--- config.mk ---
export PLATFORM = sky130hd
export DESIGN_NAME = pid_antiwindup_filtered_derivative_flat
export DESIGN_NICKNAME = d
export VERILOG_FILES = /design/src/hw/rtl/pidaw_pkg.sv /design/src/hw/rtl/pidaw_req_if.sv /design/src/hw/rtl/pidaw_rsp_if.sv /design/src/hw/rtl/pid_antiwindup_filtered_derivative.sv /design/src/flat_wrapper.sv
export SDC_FILE = /design/constraint.sdc
export NUM_CORES = 2
export LEC_CHECK = 0
export ABC_AREA = 1
export BUFFER_PORTS_ARGS = -buffer_cell sky130_fd_sc_hd__buf_2
export CAP_MARGIN = 20
export CORE_ASPECT_RATIO = 0.9
export CORE_MARGIN = 8
export CORE_UTILIZATION = 35
export DETAILED_ROUTE_END_ITERATION = 12
export GPL_TIMING_DRIVEN = 1
export MAX_ROUTING_LAYER = met4
export PLACE_DENSITY = 0.48
export SLEW_MARGIN = 40
export SYNTH_ARGS = -nofsm -noshare
export SYNTH_HDL_FRONTEND = slang
export SYNTH_SLANG_ARGS = --single-unit
--- constraint.sdc ---
create_clock -name clk_i -period 8.7 [get_ports clk_i]
set_input_delay 0.435 -clock clk_i [delete_from_list [all_inputs] [get_ports clk_i]]
set_output_delay 0.435 -clock clk_i [all_outputs]
set_load 0.01 [all_outputs]
--- src/hw/rtl/pidaw_pkg.sv ---
// pidaw_pkg: shared types, codes and saturation helpers for the pid block
// no dependencies; compiled first, used by the channel interfaces and the top level
package pidaw_pkg;

  localparam int unsigned DATA_W     = 32;
  localparam int unsigned DT_W       = 16;
  localparam int unsigned LIM_W      = 31;
  localparam int unsigned ALPHA_W    = 17;
  localparam int unsigned CFG_IDX_W  = 3;
  localparam int unsigned CFG_DATA_W = 32;

  localparam logic [ALPHA_W-1:0] ONE_Q16 = 17'h10000;

  localparam logic signed [31:0] Q_MAX   = 32'sh7FFF_FFFF;
  localparam logic signed [31:0] Q_MIN   = 32'sh8000_0000;
  localparam logic signed [64:0] Q_MAX65 = 65'sh0_0000_0000_7FFF_FFFF;
  localparam logic signed [64:0] Q_MIN65 = 65'sh1_FFFF_FFFF_8000_0000;

  typedef enum logic [CFG_IDX_W-1:0] {
    CFG_GAIN_P         = 3'd0,
    CFG_GAIN_I         = 3'd1,
    CFG_GAIN_D         = 3'd2,
    CFG_INTEGRAL_LIMIT = 3'd3,
    CFG_OUTPUT_LIMIT   = 3'd4,
    CFG_FILTER_ALPHA   = 3'd5
  } cfg_idx_e;

  typedef enum logic {
    ACT_COMPUTE = 1'b0,
    ACT_CLEAR   = 1'b1
  } act_e;

  typedef enum logic [1:0] {
    SAT_NONE = 2'd0,
    SAT_HIGH = 2'd1,
    SAT_LOW  = 2'd2
  } sat_e;

  typedef enum logic [3:0] {
    ST_IDLE,
    ST_ERRDT,
    ST_INTEG,
    ST_PMUL,
    ST_PACC,
    ST_IACC,
    ST_DWAIT,
    ST_AMUL,
    ST_AACC,
    ST_BMUL,
    ST_FILT,
    ST_DMUL,
    ST_DACC,
    ST_FINAL,
    ST_OUT
  } state_e;

  // sign extend a q16.16 value to the working width
  function automatic logic signed [64:0] wide(input logic signed [31:0] v);
    return {{33{v[31]}}, v};
  endfunction

  // clip to signed 32 bits
  function automatic logic signed [31:0] sat32(input logic signed [64:0] v);
    if (v > Q_MAX65) begin
      return Q_MAX;
    end else if (v < Q_MIN65) begin
      return Q_MIN;
    end else begin
      return v[31:0];
    end
  endfunction

  // floor divide by 2^16, then clip
  function automatic logic signed [31:0] floor_q16(input logic signed [64:0] v);
    return sat32(v >>> 16);
  endfunction

endpackage

--- src/hw/rtl/pidaw_req_if.sv ---
// pidaw_req_if: request channel of the pid block (valid/ready plus payload)
// depends on pidaw_pkg for field widths
interface pidaw_req_if import pidaw_pkg::*; ();
  logic                     valid;
  logic                     ready;
  logic                     action;
  logic signed [DATA_W-1:0] setpoint;
  logic signed [DATA_W-1:0] measurement;
  logic [DT_W-1:0]          time_step;

  modport source (output valid, action, setpoint, measurement, time_step, input ready);
  modport sink   (input valid, action, setpoint, measurement, time_step, output ready);
endinterface

--- src/hw/rtl/pidaw_rsp_if.sv ---
// pidaw_rsp_if: result channel of the pid block (valid/ready plus payload)
// depends on pidaw_pkg for field widths
interface pidaw_rsp_if import pidaw_pkg::*; ();
  logic                     valid;
  logic                     ready;
  logic signed [DATA_W-1:0] drive;
  logic [1:0]               saturation;

  modport source (output valid, drive, saturation, input ready);
  modport sink   (input valid, drive, saturation, output ready);
endinterface

--- src/hw/rtl/pid_antiwindup_filtered_derivative.sv ---
// pid_antiwindup_filtered_derivative: fixed point pid step with integral clamp,
// filtered derivative on measurement and back-calculation anti-windup
// depends on pidaw_pkg, pidaw_req_if and pidaw_rsp_if
//
// usage
// - req_i carries one request: action (compute or clear), setpoint, measurement
//   and time_step; setpoint and measurement are q16.16, time_step is unsigned q0.16 seconds
// - rsp_o returns exactly one result per request: drive and saturation code
// - cfg_we_i / cfg_idx_i / cfg_data_i write the gains, limits and filter weight;
//   write only while no request is in flight, unknown indexes are dropped
// - one request at a time: req_i.ready is high only while the block is idle
// - a clear request or a zero time_step answers zero, going from the accept straight to the result state
// - a compute request runs from ST_ERRDT to ST_FINAL; the 48-bit serial
//   divider for the measurement rate (2 quotient bits per cycle) can hold
//   it in ST_DWAIT, and the six products go through one shared 33x32 multiplier,
//   partly hidden behind the divider
// - on the first step after reset or clear no division runs and the raw rate is zero
// - the next request is taken the cycle after the result leaves at the earliest
// - the result sits in an output register until rsp_o.ready; a stalled
//   receiver simply holds the block in its result state, nothing is lost
// - reset restores the register defaults and clears the controller state
//   (integral, last measurement, filtered rate, first-step flag)
module pid_antiwindup_filtered_derivative import pidaw_pkg::*; (
  input  logic                  clk_i,
  input  logic                  rst_ni,
  pidaw_req_if.sink             req_i,
  pidaw_rsp_if.source           rsp_o,
  input  logic                  cfg_we_i,
  input  logic [CFG_IDX_W-1:0]  cfg_idx_i,
  input  logic [CFG_DATA_W-1:0] cfg_data_i
);

  localparam int unsigned DIV_N_W   = DATA_W + 16;  // numerator is |diff| * 2^16
  localparam int unsigned DIV_STEPS = DIV_N_W / 2;  // two quotient bits per cycle
  localparam int unsigned DIV_CNT_W = $clog2(DIV_STEPS);
  localparam logic [DIV_CNT_W-1:0] DIV_LAST = DIV_CNT_W'(DIV_STEPS - 1);

  // configuration registers
  logic [31:0]        gain_p_q, gain_i_q, gain_d_q;
  logic [LIM_W-1:0]   ilim_q, olim_q;
  logic [ALPHA_W-1:0] alpha_q;

  // controller state
  logic signed [31:0] integ_q, last_q, filt_q;
  logic               first_q;

  // per-request working registers
  logic signed [31:0] err_q, errdt_q, meas_q, drive_q;
  logic signed [33:0] sum_q;
  logic signed [48:0] facc_q;
  sat_e               sat_q;

  // shared multiplier
  logic signed [32:0] op_a_q;
  logic signed [31:0] op_b_q;
  logic signed [64:0] prod_q;

  // serial divider
  logic                 div_busy_q;
  logic [DIV_CNT_W-1:0] div_cnt_q;
  logic [DIV_N_W-1:0]   div_nq_q;
  logic [DT_W-1:0]      div_rem_q;
  logic [DT_W-1:0]      dt_q;
  logic                 div_neg_q;

  state_e state_q, state_d;

  logic               in_acc;
  logic               quick;
  logic signed [31:0] err_in, diff_in;
  logic [31:0]        diff_mag;
  logic [ALPHA_W-1:0] alpha_eff;
  logic signed [31:0] prod_fl;
  logic signed [31:0] integ_new;
  logic signed [31:0] ilim_s, olim_s;
  logic signed [33:0] term_add;
  logic signed [48:0] fsum;
  logic signed [31:0] filt_new;
  logic signed [31:0] raw;
  logic signed [31:0] drive_sum;
  logic [DT_W:0]      r1, r2;
  logic               ge1, ge2;
  logic [DT_W-1:0]    r1n, r2n;
  logic [DIV_N_W-1:0] nq1, nq2;

  // ---------------------------------------------------------------------------
  // configuration port
  // ---------------------------------------------------------------------------
  always_ff @(posedge clk_i or negedge rst_ni) begin
    if (!rst_ni) begin
      gain_p_q <= 32'h0001_0000;
      gain_i_q <= '0;
      gain_d_q <= '0;
      ilim_q   <= '1;
      olim_q   <= '1;
      alpha_q  <= ONE_Q16;
    end else if (cfg_we_i) begin
      unique case (cfg_idx_i)
        CFG_GAIN_P:         gain_p_q <= cfg_data_i;
        CFG_GAIN_I:         gain_i_q <= cfg_data_i;
        CFG_GAIN_D:         gain_d_q <= cfg_data_i;
        CFG_INTEGRAL_LIMIT: ilim_q   <= cfg_data_i[LIM_W-1:0];
        CFG_OUTPUT_LIMIT:   olim_q   <= cfg_data_i[LIM_W-1:0];
        CFG_FILTER_ALPHA:   alpha_q  <= cfg_data_i[ALPHA_W-1:0];
        default: ;
      endcase
    end
  end

  // ---------------------------------------------------------------------------
  // datapath helpers
  // ---------------------------------------------------------------------------
  assign in_acc  = req_i.valid && req_i.ready;
  // clear or invalid dt skips the computation and answers zero
  assign quick   = (req_i.action == ACT_CLEAR) || (req_i.time_step == '0);

  assign err_in   = sat32(wide(req_i.setpoint) - wide(req_i.measurement));
  assign diff_in  = sat32(wide(last_q) - wide(req_i.measurement));
  // two's complement magnitude; the most negative value maps to 2^31
  assign diff_mag = diff_in[31] ? 32'(-diff_in) : diff_in;

  assign alpha_eff = (alpha_q > ONE_Q16) ? ONE_Q16 : alpha_q;
  assign ilim_s    = $signed({1'b0, ilim_q});
  assign olim_s    = $signed({1'b0, olim_q});

  assign prod_fl = floor_q16(prod_q);

  // integral update with clamp to +-limit
  always_comb begin
    integ_new = sat32(wide(integ_q) + wide(prod_fl));
    if (integ_new > ilim_s) begin
      integ_new = ilim_s;
    end else if (integ_new < -ilim_s) begin
      integ_new = -ilim_s;
    end
  end

  assign term_add = sum_q + {{2{prod_fl[31]}}, prod_fl};
  assign fsum     = facc_q + $signed(prod_q[48:0]);
  assign filt_new = floor_q16({{16{fsum[48]}}, fsum});
  assign drive_sum = sat32({{31{sum_q[33]}}, sum_q});

  // truncated quotient back to signed, clipped to 32 bits; zero on a first step
  always_comb begin
    if (first_q) begin
      raw = '0;
    end else if (div_neg_q) begin
      raw = (div_nq_q > DIV_N_W'(33'h0_8000_0000)) ? Q_MIN : 32'(-div_nq_q[31:0]);
    end else begin
      raw = (div_nq_q > DIV_N_W'(32'h7FFF_FFFF)) ? Q_MAX : div_nq_q[31:0];
    end
  end

  // two restoring steps per cycle; remainder stays below dt
  always_comb begin
    r1  = {div_rem_q, div_nq_q[DIV_N_W-1]};
    ge1 = r1 >= {1'b0, dt_q};
    r1n = ge1 ? DT_W'(r1 - {1'b0, dt_q}) : r1[DT_W-1:0];
    nq1 = {div_nq_q[DIV_N_W-2:0], ge1};
    r2  = {r1n, nq1[DIV_N_W-1]};
    ge2 = r2 >= {1'b0, dt_q};
    r2n = ge2 ? DT_W'(r2 - {1'b0, dt_q}) : r2[DT_W-1:0];
    nq2 = {nq1[DIV_N_W-2:0], ge2};
  end

  // ---------------------------------------------------------------------------
  // sequencer
  // ---------------------------------------------------------------------------
  always_ff @(posedge clk_i or negedge rst_ni) begin
    if (!rst_ni) begin
      state_q <= ST_IDLE;
    end else begin
      state_q <= state_d;
    end
  end

  always_comb begin
    state_d = state_q;
    unique case (state_q)
      ST_IDLE:  if (in_acc) state_d = quick ? ST_OUT : ST_ERRDT;
      ST_ERRDT: state_d = ST_INTEG;
      ST_INTEG: state_d = ST_PMUL;
      ST_PMUL:  state_d = ST_PACC;
      ST_PACC:  state_d = ST_IACC;
      ST_IACC:  state_d = ST_DWAIT;
      ST_DWAIT: if (!div_busy_q) state_d = ST_AMUL;
      ST_AMUL:  state_d = ST_AACC;
      ST_AACC:  state_d = ST_BMUL;
      ST_BMUL:  state_d = ST_FILT;
      ST_FILT:  state_d = ST_DMUL;
      ST_DMUL:  state_d = ST_DACC;
      ST_DACC:  state_d = ST_FINAL;
      ST_FINAL: state_d = ST_OUT;
      ST_OUT:   if (rsp_o.ready) state_d = ST_IDLE;
      default:  state_d = ST_IDLE;
    endcase
  end

  assign req_i.ready      = (state_q == ST_IDLE);
  assign rsp_o.valid      = (state_q == ST_OUT);
  assign rsp_o.drive      = drive_q;
  assign rsp_o.saturation = sat_q;

  // ---------------------------------------------------------------------------
  // shared multiplier: product registered every cycle from registered operands
  // ---------------------------------------------------------------------------
  always_ff @(posedge clk_i) begin
    prod_q <= op_a_q * op_b_q;
  end

  // ---------------------------------------------------------------------------
  // controller state
  // ---------------------------------------------------------------------------
  always_ff @(posedge clk_i or negedge rst_ni) begin
    if (!rst_ni) begin
      integ_q <= '0;
      last_q  <= '0;
      filt_q  <= '0;
      first_q <= 1'b1;
    end else begin
      unique case (state_q)
        ST_IDLE: begin
          if (in_acc && req_i.action == ACT_CLEAR) begin
            integ_q <= '0;
            last_q  <= '0;
            filt_q  <= '0;
            first_q <= 1'b1;
          end
        end
        ST_INTEG: integ_q <= integ_new;
        ST_FILT:  filt_q  <= filt_new;
        ST_FINAL: begin
          last_q  <= meas_q;
          first_q <= 1'b0;
          // back-calculation: undo this step's integration when it drives
          // further into the clip
          if (drive_sum > olim_s && err_q > 0) begin
            integ_q <= sat32(wide(integ_q) - wide(errdt_q));
          end else if (drive_sum < -olim_s && err_q < 0) begin
            integ_q <= sat32(wide(integ_q) - wide(errdt_q));
          end
        end
        default: ;
      endcase
    end
  end

  // ---------------------------------------------------------------------------
  // working registers and operand steering
  // ---------------------------------------------------------------------------
  always_ff @(posedge clk_i) begin
    unique case (state_q)
      ST_IDLE: begin
        if (in_acc) begin
          err_q   <= err_in;
          meas_q  <= req_i.measurement;
          op_a_q  <= {err_in[31], err_in};
          op_b_q  <= {16'b0, req_i.time_step};
          drive_q <= '0;
          sat_q   <= SAT_NONE;
        end
      end
      ST_INTEG: begin
        errdt_q <= prod_fl;
        op_a_q  <= {1'b0, gain_p_q};
        op_b_q  <= err_q;
      end
      ST_PMUL: begin
        op_a_q <= {1'b0, gain_i_q};
        op_b_q <= integ_q;
      end
      ST_PACC:  sum_q <= {{2{prod_fl[31]}}, prod_fl};
      ST_IACC:  sum_q <= term_add;
      ST_DWAIT: begin
        op_a_q <= {16'b0, alpha_eff};
        op_b_q <= raw;
      end
      ST_AACC: begin
        facc_q <= $signed(prod_q[48:0]);
        op_a_q <= {16'b0, ALPHA_W'(ONE_Q16 - alpha_eff)};
        op_b_q <= filt_q;
      end
      ST_FILT: begin
        op_a_q <= {1'b0, gain_d_q};
        op_b_q <= filt_new;
      end
      ST_DACC:  sum_q <= term_add;
      ST_FINAL: begin
        if (drive_sum > olim_s) begin
          drive_q <= olim_s;
          sat_q   <= SAT_HIGH;
        end else if (drive_sum < -olim_s) begin
          drive_q <= -olim_s;
          sat_q   <= SAT_LOW;
        end else begin
          drive_q <= drive_sum;
          sat_q   <= SAT_NONE;
        end
      end
      default: ;
    endcase
  end

  // ---------------------------------------------------------------------------
  // serial divider: |diff| * 2^16 / dt, runs beside the first products
  // ---------------------------------------------------------------------------
  always_ff @(posedge clk_i or negedge rst_ni) begin
    if (!rst_ni) begin
      div_busy_q <= 1'b0;
      div_cnt_q  <= '0;
    end else if (in_acc && !quick && !first_q) begin
      div_busy_q <= 1'b1;
      div_cnt_q  <= '0;
    end else if (div_busy_q) begin
      div_cnt_q <= div_cnt_q + 1'b1;
      if (div_cnt_q == DIV_LAST) begin
        div_busy_q <= 1'b0;
      end
    end
  end

  always_ff @(posedge clk_i) begin
    if (in_acc && !quick && !first_q) begin
      div_nq_q  <= {diff_mag, 16'b0};
      div_rem_q <= '0;
      div_neg_q <= diff_in[31];
      dt_q      <= req_i.time_step;
    end else if (div_busy_q) begin
      div_nq_q  <= nq2;
      div_rem_q <= r2n;
    end
  end

  // ---------------------------------------------------------------------------
  // assertions
  // ---------------------------------------------------------------------------
  a_one_at_a_time: assert property (@(posedge clk_i) disable iff (!rst_ni)
    rsp_o.valid |-> !req_i.ready)
    else $error("request taken while a result is pending");

  a_quick_zero: assert property (@(posedge clk_i) disable iff (!rst_ni)
    (in_acc && quick) |=> (rsp_o.valid && rsp_o.drive == '0 && rsp_o.saturation == SAT_NONE))
    else $error("clear or zero dt did not answer zero next cycle");

  a_clip_high: assert property (@(posedge clk_i) disable iff (!rst_ni)
    (rsp_o.valid && rsp_o.saturation == SAT_HIGH) |-> (rsp_o.drive == olim_s))
    else $error("clipped high result differs from output limit");

  a_clip_low: assert property (@(posedge clk_i) disable iff (!rst_ni)
    (rsp_o.valid && rsp_o.saturation == SAT_LOW) |-> (rsp_o.drive == -olim_s))
    else $error("clipped low result differs from negated output limit");

  a_div_done: assert property (@(posedge clk_i) disable iff (!rst_ni)
    (state_q == ST_DWAIT && state_d == ST_AMUL) |-> !div_busy_q)
    else $error("rate used before divider finished");

endmodule

--- src/flat_wrapper.sv ---
// flat-port wrapper written by rule: the top's interface ports become plain ports
module pid_antiwindup_filtered_derivative_flat import pidaw_pkg::*;
  (clk_i, rst_ni, cfg_we_i, cfg_idx_i, cfg_data_i, req_i_valid, req_i_action, req_i_setpoint, req_i_measurement, req_i_time_step, req_i_ready, rsp_o_valid, rsp_o_drive, rsp_o_saturation, rsp_o_ready);
  pidaw_req_if req_i_i ();
  pidaw_rsp_if rsp_o_i ();
  input  logic clk_i;
  input  logic rst_ni;
  input  logic cfg_we_i;
  input  logic [CFG_IDX_W-1:0] cfg_idx_i;
  input  logic [CFG_DATA_W-1:0] cfg_data_i;
  input wire logic [$bits(req_i_i.valid)-1:0] req_i_valid;
  input wire logic [$bits(req_i_i.action)-1:0] req_i_action;
  input wire logic [$bits(req_i_i.setpoint)-1:0] req_i_setpoint;
  input wire logic [$bits(req_i_i.measurement)-1:0] req_i_measurement;
  input wire logic [$bits(req_i_i.time_step)-1:0] req_i_time_step;
  output wire logic [$bits(req_i_i.ready)-1:0] req_i_ready;
  output wire logic [$bits(rsp_o_i.valid)-1:0] rsp_o_valid;
  output wire logic [$bits(rsp_o_i.drive)-1:0] rsp_o_drive;
  output wire logic [$bits(rsp_o_i.saturation)-1:0] rsp_o_saturation;
  input wire logic [$bits(rsp_o_i.ready)-1:0] rsp_o_ready;
  assign req_i_i.valid = req_i_valid;
  assign req_i_i.action = req_i_action;
  assign req_i_i.setpoint = req_i_setpoint;
  assign req_i_i.measurement = req_i_measurement;
  assign req_i_i.time_step = req_i_time_step;
  assign req_i_ready = req_i_i.ready;
  assign rsp_o_valid = rsp_o_i.valid;
  assign rsp_o_drive = rsp_o_i.drive;
  assign rsp_o_saturation = rsp_o_i.saturation;
  assign rsp_o_i.ready = rsp_o_ready;
  pid_antiwindup_filtered_derivative u_core (.clk_i(clk_i), .rst_ni(rst_ni), .req_i(req_i_i), .rsp_o(rsp_o_i), .cfg_we_i(cfg_we_i), .cfg_idx_i(cfg_idx_i), .cfg_data_i(cfg_data_i));
endmodule
; ---- Word level (Yosys, flattened, before mapping)
; Index checks and enable logic that the tools add are counted.
[word_totals]
input_bits = 121
output_inout_bits = 36
reg_bits = 706
[op_classes]
n_eq_ne = 25
mul = 1
order_cmp = 25
addsub = 14
mux = 57
n_reduce_logical = 32
[op_table]
columns = operator, count
row1 = 2-to-1 mux 32 bit, 28
row2 = "> comparator 65 x 32 -> 1 bit, second input constant", 4
row3 = "less-than comparator 65 x 32 -> 1 bit, second input constant", 4
row4 = one-hot mux 33 bit (6 select lines), 1
row5 = one-hot mux 32 bit (2 select lines), 3
row6 = one-hot mux 32 bit (6 select lines), 1
row7 = subtractor 32 x 32 -> 33 bit, 3
row8 = 2-to-1 mux 48 bit, 2
row9 = one-hot mux 32 bit (3 select lines), 1
row10 = one-hot mux 34 bit (2 select lines), 1
row11 = multiplier 33 x 32 -> 65 bit, 1
row12 = > comparator 32 bit, 2
row13 = less-than comparator 32 bit, 2
row14 = negator 31 -> 32 bit, 2
row15 = negator 32 bit, 2
row16 = one-hot mux 4 bit (15 select lines), 1
row17 = adder 49 bit, 1
row18 = "> comparator 49 x 32 -> 1 bit, second input constant", 1
row19 = "less-than comparator 49 x 32 -> 1 bit, second input constant", 1
row20 = "> comparator 48 x 31 -> 1 bit, second input constant", 1
row21 = "> comparator 48 x 32 -> 1 bit, second input constant", 1
row22 = adder 34 bit, 1
row23 = greater-or-equal comparator 17 x 16 -> 1 bit, 2
row24 = "> comparator 34 x 32 -> 1 bit, second input constant", 1
row25 = other kinds (42), 87

; ---- Depth between registers and ports, before layout
[depth]
ltp_word = 11
depth_mapped = 48
depth_no_buf = 46

; ---- Worst setup path before layout
; Ideal clock, no wire load.
[synth_timing]
path_kind = reg-to-reg
startpoint = reg u_core.op_a_q[32]
endpoint = reg u_core.prod_q[63]
arrival_time_ps = 7654
slack_ps = 908
setup_time_ps = 138
stages_incl_launch_ff = 24
path_cell_list = edfxtp_1 clkbuf_1 nand2_1 inv_1 fa_1 inv_1 fa_1 inv_1 fa_1 fa_1 inv_1 fa_1 fa_1 fa_1 fa_1 inv_1 ha_1 nand2_1 nor2_1 inv_1 nor2_1 inv_1 o311ai_0 xor2_1
[synth_between]
elab_chain_cells = 1
[synth_lines]
columns = element, line
row1 = from (decl), pid_antiwindup_filtered_derivative.sv:54  ; logic signed [32:0] op_a_q;
row2 = from (signal assigned), pid_antiwindup_filtered_derivative.sv:257  ; op_a_q <= {err_in[31], err_in};
row3 = from (signal assigned), pid_antiwindup_filtered_derivative.sv:265  ; op_a_q <= {1'b0, gain_p_q};
row4 = from (signal assigned), pid_antiwindup_filtered_derivative.sv:269  ; op_a_q <= {1'b0, gain_i_q};
row5 = multiplier 33 x 32 -> 65 bit, pid_antiwindup_filtered_derivative.sv:208  ; prod_q <= op_a_q * op_b_q;
row6 = to (signal assigned), pid_antiwindup_filtered_derivative.sv:208
row7 = to (decl), pid_antiwindup_filtered_derivative.sv:56  ; logic signed [64:0] prod_q;
; No other way between the ends.
; A chain may end at the register's enable or synchronous reset.

; ---- Worst setup path in the final report
[layout_timing]
startpoint = reg u_core.op_b_q[31]
endpoint = reg u_core.prod_q[52]
[layout_between]
elab_chain_cells = 1
[layout_lines]
columns = element, line
row1 = from (decl), pid_antiwindup_filtered_derivative.sv:55  ; logic signed [31:0] op_b_q;
row2 = from (signal assigned), pid_antiwindup_filtered_derivative.sv:258  ; op_b_q <= {16'b0, req_i.time_step};
row3 = from (signal assigned), pid_antiwindup_filtered_derivative.sv:266  ; op_b_q <= err_q;
row4 = from (signal assigned), pid_antiwindup_filtered_derivative.sv:270  ; op_b_q <= integ_q;
row5 = multiplier 33 x 32 -> 65 bit, pid_antiwindup_filtered_derivative.sv:208
; No other way between the ends.

==> key figures <==
Critical path
  – Worst setup SP type: register
  – Delay-heaviest family, CP: adder cells
  – RR Startpoint: u_core.op_b_q[31]$_DFFE_PP_
  – Buf/Inv on CP: 4
  – Crit path cell chain: clkinvlp_4 -> or2_2 -> fa_1 -> fa_1 -> inv_1 -> fa_1 -> inv_1 -> fa_1 -> fa_1 -> fa_1 -> inv_1 -> fa_1 -> fa_1 -> ha_1 -> a21oi_1 -> o21ai_0 -> a21o_1 -> a21oi_1 -> nor2_1 -> nand2_1 -> nand2_1 -> xor2_1
  – R2R cell count: 22
  – Slowest CP cell: fa_1
  – Cell mode on critical path: fa_1
  – RR Endpoint: u_core.prod_q[52]$_DFF_P_
  – R2R setup slack: 470 ps
  – WS Path Type: reg -> reg
  – Crit path capture type: register
  – Critical path arrival: 8830 ps
  – Req. time, crit path: 9300 ps
  – Crit path max fanout: 18
  – Max stage delay on crit path: 570 ps

Logic synthesis
  – Register bit total from synthesis: 706
  – Share of the synthesized area in the top cell type: 0.260
  – Mapped Cells: 10.9k
  – Top-count cell post-synth: nand2_1
  – Primary FF master, synth: edfxtp_1
  – Mapped Nets: 12.7k
  – Synth unique cells: 69
  – Mean Syn Cell Area: 7.88 um2
  – Area contributors post-synth: fa_1, nand2_1, edfxtp_1, inv_1, ha_1
  – Post-Syn Area: 86,200 um2
  – Synth top cells by count: nand2_1, inv_1, fa_1
  – Asr flop ratio synth: 0.399
  – Post-synth EDFFs: 327
  – Synth warnings: 0
  – Leading area contributor after synthesis: fa_1
  – Sequential area share after synthesis: 0.219

Global route
  – Vias in the first global route: 73.6k
  – Global-route wire length before repair: 470,000 um
  – Initial antenna violation count: 12
  – Total track usage: 0.239
  – Largest net degree at the start of global routing: 119
  – Gr ovfl total: 0

STA
  – Setup TNS: 0 ps
  – Least-Margin Pin Slew: 886 ps
  – Clock skew: 58.2 ps
  – Slew Limit Headroom: 0.410
  – Period utilisation layout: 0.946
  – Final setup viols: 0
  – Max Slew Vio Count: 0
  – Clock period minus worst slack: 8230 ps
  – Fmax: 0.121 GHz
  – Unrepaired setup endpoints after global routing: no
  – Count of final hold-check violations: 0

Floorplanning
  – Io pins: 157
  – Core area: 246,000 um2
  – Die area: 263,000 um2
  – Die W: 539 um
  – Die Ht: 487 um
  – Core Rows: 173
  – Initial Util: 0.351

Routing
  – Routed via count: 72.4k
  – Routed WL: 307,000 um
  – First drt pass iteration count: 6
  – Via-to-Cell Ratio: 5.02
  – Remaining antenna violation count: 0
  – Wire per inst: 21.3 um
  – Post-route DRC: 0
  – Iteration-0 DRC Markers: 5,616

Finish
  – Share of cells above drive strength 1: 0.0707
  – Nets: 12.9k
  – Design Area, Final: 95,400 um2
  – P&R area growth vs syn: 10.7%

CTS
  – Clock Latency Late Sink: 750 ps
  – Clk slew on worst S/H paths: 70 ps
  – Num Clock Sinks: 706
  – CTS Buf Count: 92
  – H-tree depth: 3
  – CTS root buffer: clkbuf_16
  – Buffer depth of the longest clock path: 3
  – CTS tree: built

Min path
  – Worst Hold Depth: 3
  – Worst hold path class: in -> reg
  – HP Start: cfg_data_i[21]
  – Hold endpoint: u_core.gain_i_q[21]$_DFFE_PN0P_

Job
  – Max Cap Viol: 0

Run status
  – Status: finished clean

Placed design
  – Placed cell areas: 91,600 um2
  – Placer congestion estimate: 0.972
  – PortBufs: 156
  – Dpl hpwl: 256,000 um
[stage by stage]
| step | util | hold slack [ps] | instances | worst slack, ps |
|---|---|---|---|---|
| after floorplan | - | 139 | 10900 | 908 |
| after global placement | 0.372 | 423 | 14100 | 307 |
| after detailed placement | 0.372 | 429 | 14200 | 262 |
| after CTS | 0.387 | 48.2 | 14400 | 242 |
| after global routing | 0.388 | 79.5 | 14400 | 27.1 |
| final | 0.388 | 96.4 | 14400 | 466 |
[registers in the layout, summed over array words and instances, names as in the netlist, 33 cells and up]
signal,count
u_core.facc_q,49
u_core.sum_q,34
u_core.div_nq_q,48
u_core.op_a_q,33
u_core.prod_q,65
[final cells by class]
type | count | area (um2)
clock buffers | 131 | 2700
clock inverters | 42 | 483
well taps | 3237 | 4050
diodes | 11 | 27.5
fillers | 25600 | 150000
repair buffers | 438 | 3400
inverters | 2169 | 8150
multi-input cells | 7665 | 57700
flip-flops and latches | 706 | 18900
[worst min-delay path, delay by kind of cell]
family          cells  cell delay, ps
compound gates      1             180
buf+inv             2             180
[routing by layer]
| layer | GRT usage | routed length (um) | up-vias |
|---|---|---|---|
| li1 | - | - | 34300 |
| met1 | 0.347 | 151000 | 35900 |
| met2 | 0.357 | 133000 | 1856 |
| met3 | 0.0267 | 15700 | 325 |
| met4 | 0.0542 | 7600 | 0 |
| met5 | - | 0 | - |
[worst max-delay path by stage]
stage | endpoint | depth (start not counted) | from
CTS | u_core.prod_q[61]$_DFF_P_ | 27 | u_core.op_a_q[9]$_DFFE_PP_
global route | u_core.prod_q[58]$_DFF_P_ | 30 | u_core.op_a_q[20]$_DFFE_PP_
finish | u_core.prod_q[52]$_DFF_P_ | 22 | u_core.op_b_q[31]$_DFFE_PP_
floorplan | u_core.prod_q[63]$_DFF_P_ | 23 | u_core.op_a_q[32]$_DFFE_PP_
detailed placement | u_core.prod_q[61]$_DFF_P_ | 27 | u_core.op_a_q[9]$_DFFE_PP_
global placement | u_core.prod_q[61]$_DFF_P_ | 27 | u_core.op_a_q[9]$_DFFE_PP_
[logic make-up after synthesis]
| kind of cell | Yosys count | share of synthesized area |
|---|---|---|
| DFF | 706 | 0.219 |
| and+or+nand+nor | 4148 | 0.195 |
| muxes | 1 | 0.000116 |
| adders and majority gates | 1675 | 0.340 |
| AOI/OAI and AO/OA | 1518 | 0.0989 |
| buffers and inverters | 2577 | 0.113 |
| xor gates and xnor gates | 323 | 0.0328 |
[cell usage in the layout, fill, tap and decap left out, types with 18 or more instances in the layout]
| cell type | count |
|---|---|
| dfrtp_1 | 217 |
| xor2_1 | 214 |
| nor4_1 | 46 |
| nand2_2 | 32 |
| o21ai_0 | 580 |
| o31ai_1 | 19 |
| o21ai_1 | 25 |
| clkbuf_16 | 99 |
| nor2_1 | 609 |
| a21o_1 | 22 |
| clkbuf_1 | 22 |
| buf_4 | 196 |
| a22o_1 | 27 |
| a211oi_1 | 19 |
| nand3_1 | 339 |
| or2_2 | 52 |
| a31oi_1 | 61 |
| xnor2_1 | 109 |
| buf_2 | 155 |
| dfstp_2 | 65 |
| nor2_2 | 18 |
| edfxtp_1 | 327 |
| buf_12 | 26 |
| inv_2 | 28 |
| o211ai_1 | 31 |
| nand4_1 | 70 |
| a21oi_1 | 566 |
| ha_1 | 556 |
| fa_1 | 1117 |
| o21bai_1 | 24 |
| inv_1 | 2135 |
| nand2_1 | 2848 |
| nor3_1 | 83 |
| dlygate4sd3_1 | 50 |
| dfxtp_1 | 97 |
| a221oi_1 | 33 |
[timing repair]
item	4_1_cts	5_1_grt
endpoints found under the setup margin	0	15
hold buffers	50	0
buffers inserted	0	12
hold endpoints to repair	130	0
gates resized for setup	0	2
Power is not shown: default switching activity piles up to over one toggle a cycle in this logic, so the estimate is an artifact.
